**src/hdl/ifd_pkg.sv**
```systemverilog
// ----------------------------------------------------------------------------
// ifd_pkg
// Shared types and codes of the IPv4 forwarding decision unit.
// ----------------------------------------------------------------------------
package ifd_pkg;

  typedef enum logic [1:0] {
    ACT_ROUTE    = 2'd0,
    ACT_NEIGHBOR = 2'd1,
    ACT_PORT     = 2'd2,
    ACT_FORWARD  = 2'd3
  } action_t;

  typedef enum logic [2:0] {
    VERDICT_FORWARD     = 3'd0,
    VERDICT_DROP        = 3'd1,
    VERDICT_ECHO_REPLY  = 3'd2,
    VERDICT_UNREACHABLE = 3'd3,
    VERDICT_TIME_EXCEED = 3'd4
  } verdict_t;

  typedef enum logic [1:0] {
    ST_IDLE  = 2'd0,
    ST_ROUTE = 2'd1,
    ST_NEIGH = 2'd2,
    ST_OUT   = 2'd3
  } state_t;

  localparam logic [7:0] PROTO_ICMP      = 8'h01;
  localparam logic [7:0] ICMP_ECHO_REQ   = 8'd8;
  localparam logic [7:0] ICMP_ECHO_REPLY = 8'd0;
  localparam logic [7:0] ICMP_UNREACH    = 8'd3;
  localparam logic [7:0] ICMP_TIME_EXC   = 8'd11;

  // Running best route match kept during the route scan.
  typedef struct packed {
    logic        found;
    logic [31:0] mask;
    logic [31:0] gateway;
    logic [1:0]  port;
  } route_best_t;

  typedef struct packed {
    logic        found;
    logic [47:0] mac;
  } neigh_best_t;

endpackage

```
**src/hdl/ifd_neigh_cell.sv**
```systemverilog
// ----------------------------------------------------------------------------
// ifd_neigh_cell
// One neighbor table entry; shifts the probed gateway and best match along.
// ----------------------------------------------------------------------------
module ifd_neigh_cell (
  input  logic                 clk,
  input  logic                 rst_n,
  input  logic                 wr_en,
  input  logic [31:0]          wr_ip,
  input  logic [47:0]          wr_mac,
  input  logic [31:0]          gw_in,
  input  ifd_pkg::neigh_best_t best_in,
  output logic [31:0]          gw_out,
  output ifd_pkg::neigh_best_t best_out
);
  import ifd_pkg::*;

  logic        valid_r;
  logic [31:0] ip_r;
  logic [47:0] mac_r;
  neigh_best_t best_nxt;

  always_ff @(posedge clk) begin
    if (!rst_n) begin
      valid_r <= 1'b0;
    end else if (wr_en) begin
      valid_r <= 1'b1;
    end
  end

  always_ff @(posedge clk) begin
    if (wr_en) begin
      ip_r  <= wr_ip;
      mac_r <= wr_mac;
    end
    gw_out   <= gw_in;
    best_out <= best_nxt;
  end

  // Earlier cells hold lower slots; keep their hit.
  always_comb begin
    best_nxt = best_in;
    if (!best_in.found && valid_r && ip_r == gw_in) begin
      best_nxt.found = 1'b1;
      best_nxt.mac   = mac_r;
    end
  end

endmodule

```
**config.mk**
```make
export PLATFORM = sky130hd
export DESIGN_NAME = ifd_neigh_cell
export DESIGN_NICKNAME = d
export VERILOG_FILES = /design/src/hdl/ifd_pkg.sv /design/src/hdl/ifd_neigh_cell.sv
export SDC_FILE = /design/constraint.sdc
export NUM_CORES = 1
export LEC_CHECK = 0
export BUFFER_PORTS_ARGS = -buffer_cell sky130_fd_sc_hd__clkbuf_2
export CAP_MARGIN = 20
export CORE_UTILIZATION = 30
export CTS_CLUSTER_SIZE = 14
export DETAILED_ROUTE_END_ITERATION = 8
export GPL_ROUTABILITY_DRIVEN = 0
export SKIP_CTS_REPAIR_TIMING = 1
export SYNTH_ARGS = -nofsm -noshare
export SYNTH_HDL_FRONTEND = slang
export SYNTH_SLANG_ARGS = --single-unit
export TNS_END_PERCENT = 1
```
**constraint.sdc**
```tcl
create_clock -name clk -period 2.9 [get_ports clk]
set_input_delay 0.58 -clock clk [delete_from_list [all_inputs] [get_ports clk]]
set_output_delay 0.58 -clock clk [all_outputs]
set_load 0.05 [all_outputs]
```
==> flow_summary.ini <==
[synth]
syn_area_um2 = 5020
synth_fp_nets = 425
synthCells = 261
synth_cell_types = 15
ys_seq_area_share_pct = 80.5
syn_avg_cell_area_um2 = 19.2
yosys_warnings = 0
ys_ff_latch = 162

[floorplan]
start_util_pct = 31.2
core_um2 = 16100
num_rows = 46
die_w_um = 131
die_h_um = 131
ios = 245
dieArea_um2 = 17300

[cells_and_area]
area_growth_pct = 42.3
insertedDiodeCount = 0
nets = 687
drive_above_1_share_pct = 60.8

[clocking]
cts_buffers = 17
cts.sinks = 162
clk_latency_ns = 0.41
cts.clk_slew.worst_paths_ns = 0.06
cts_max_level = 4
cts-root-buf = clkbuf_16
cts_tree = yes
clock_path_buffers = 2

[run_status]
outcome = finished clean

[min_path]
hold_class = primary input to flip-flop
holdPathStages = 1

[route]
final_antenna_net_count = 0
finalWirelength_um = 10900
route.detailed.drc = 0
drt_iter0_markers = 120
num_vias = 3033
vias_per_cell = 4.03
first_pass_iters = 3
routedWlPerCell_um = 14.5

[sta]
hold_violations = 0
finalCriticalPeriod_ns = 1.95
fin_crit_sh_pct = 67.1
fin_setup_tns_ns = 0
setup_viol = 0
tightest_slew_ns = 0.570
rsz0062_at_grt = false
finalClockSkew_ns = 0.00571
setup_slack_ns = 0.954
maxSlewHeadroom_pct = 62.0
timing.fmax_mhz = 514
drv_slew = 0

[job]
cap_violations = 0

[placement]
dp_hpwl_um = 8190
port_buffers = 244
dp_slack_ns = 0.589

[setup_path]
worstSetupEndpointType = flip-flop
r2r_cells = 7
arrival_ns = 2.24
cp_max_fo = 44
startpoint_type = flip-flop
criticalPathCategory = flip-flop to flip-flop
crit_required_ns = 3.20

[power_and_ir_drop]
powerDensity_nw_per_um2 = 754
max-vdd-ir-drop_mv = 0.364
p_leak_nw = 3.15

[global_route]
globalRoute.totalOverflow = 0
antenna_found_initial = 3
grt_max_degree = 45
grtUsageTotal_pct = 13.2
grt_pass1_vias = 3236
grt_first_pass_wirelength_um = 17100
cells by family after synthesis:
kind of cell / share of synthesized area [%]
XOR/XNOR: 5.58
multiplexers: 11.4
flip-flops: 80.5
AND/OR/NAND/NOR: 1.59
buffers and inverters: 0.747
AO/OA/AOI/OAI: 0.149
layer usage:
| layer | vias to the layer above | global-route usage [%] | wire, µm |
|---|---|---|---|
| met1 | 1386 | 14.8 | 4350 |
| met2 | 144 | 20.7 | 5180 |
| li1 | 1475 | - | - |
| met4 | 6 | 6.07 | 225 |
| met3 | 22 | 6.83 | 1090 |
| met5 | - | 0 | 37 |
synth_stat cells:
master     n  area (µm²)
mux2_2    39         439
buf_2      3        15.0
nand3_1    2        10.0
nand2b_1   1        6.26
nor4_1     1        6.26
o21a_1     1        7.51
dfxtp_1   82        1640
nand4_1    7        43.8
nor4b_1    1        8.76
mux2_4     9         135
buf_6      2        22.5
xor2_1     1        8.76
xnor2_1   31         272
nor3_1     1        5.00
edfxtp_1  80        2400
worst paths after layout:
path	slack, ns	end	from
worst max-delay path	0.95	best_out[38]	ip_r[23]
worst min-delay path	0.30	gw_out[30]	gw_in[30]
worst max register to register	0.95	best_out[38]	ip_r[23]
worst min register to register	0.46	valid_r	valid_r
placed cells by master (no fill, tap or decap), types with 3 or more instances in the layout:
master     instances
buf_4              3
bufinv_16          3
clkbuf_16         17
clkbuf_2         243
clkbuf_8           3
clkinv_2           3
dfxtp_1           82
edfxtp_1          80
mux2_2            39
mux2_4             9
nand4_1            7
xnor2_1           31
cell type report:
class / count / area [µm²]
Tap cell: 216 / 270
Timing Repair Buffer: 248 / 1280
Multi-Input combinational cell: 94 / 947
Sequential cell: 162 / 4040
Fill cell: 1479 / 8970
Clock buffer: 22 / 474
Clock inverter: 10 / 133
critical path, cell delays in order (launching register included):
cell,delay [ns]
edfxtp_1,0.38
xnor2_1,0.16
nand4_1,0.14
nor4_1,0.32
buf_4,0.18
nand3_2,0.10
buf_12,0.23
mux2_4,0.32
sequential cells by signal, summed over array words and instances (netlist names):
name      count
mac_r        48
valid_r       1
gw_out       32
ip_r         32
best_out     49
where the power goes:
part           total, mW  internal, mW  leakage, nW  switching (mW)
clock               2.27          1.42        0.294           0.857
sequential          2.61          2.56         1.47          0.0448
combinational      0.507         0.185         1.38           0.322
stage by stage:
stage / cell area (µm²) / power, mW / std cells / hold slack [ns] / utilization, %
floorplan: 5020 / 2.95 / 261 / 0.432 / -
global placement: 6540 / 3.16 / 720 / 0.450 / 40.6
detailed placement: 6540 / 3.17 / 720 / 0.452 / 40.6
CTS: 7150 / 5.47 / 752 / 0.274 / 44.3
global route: 7150 / 5.60 / 752 / 0.271 / 44.3
finish: 7150 / 5.39 / 752 / 0.299 / 44.3
(Power assumes the default switching activity.)
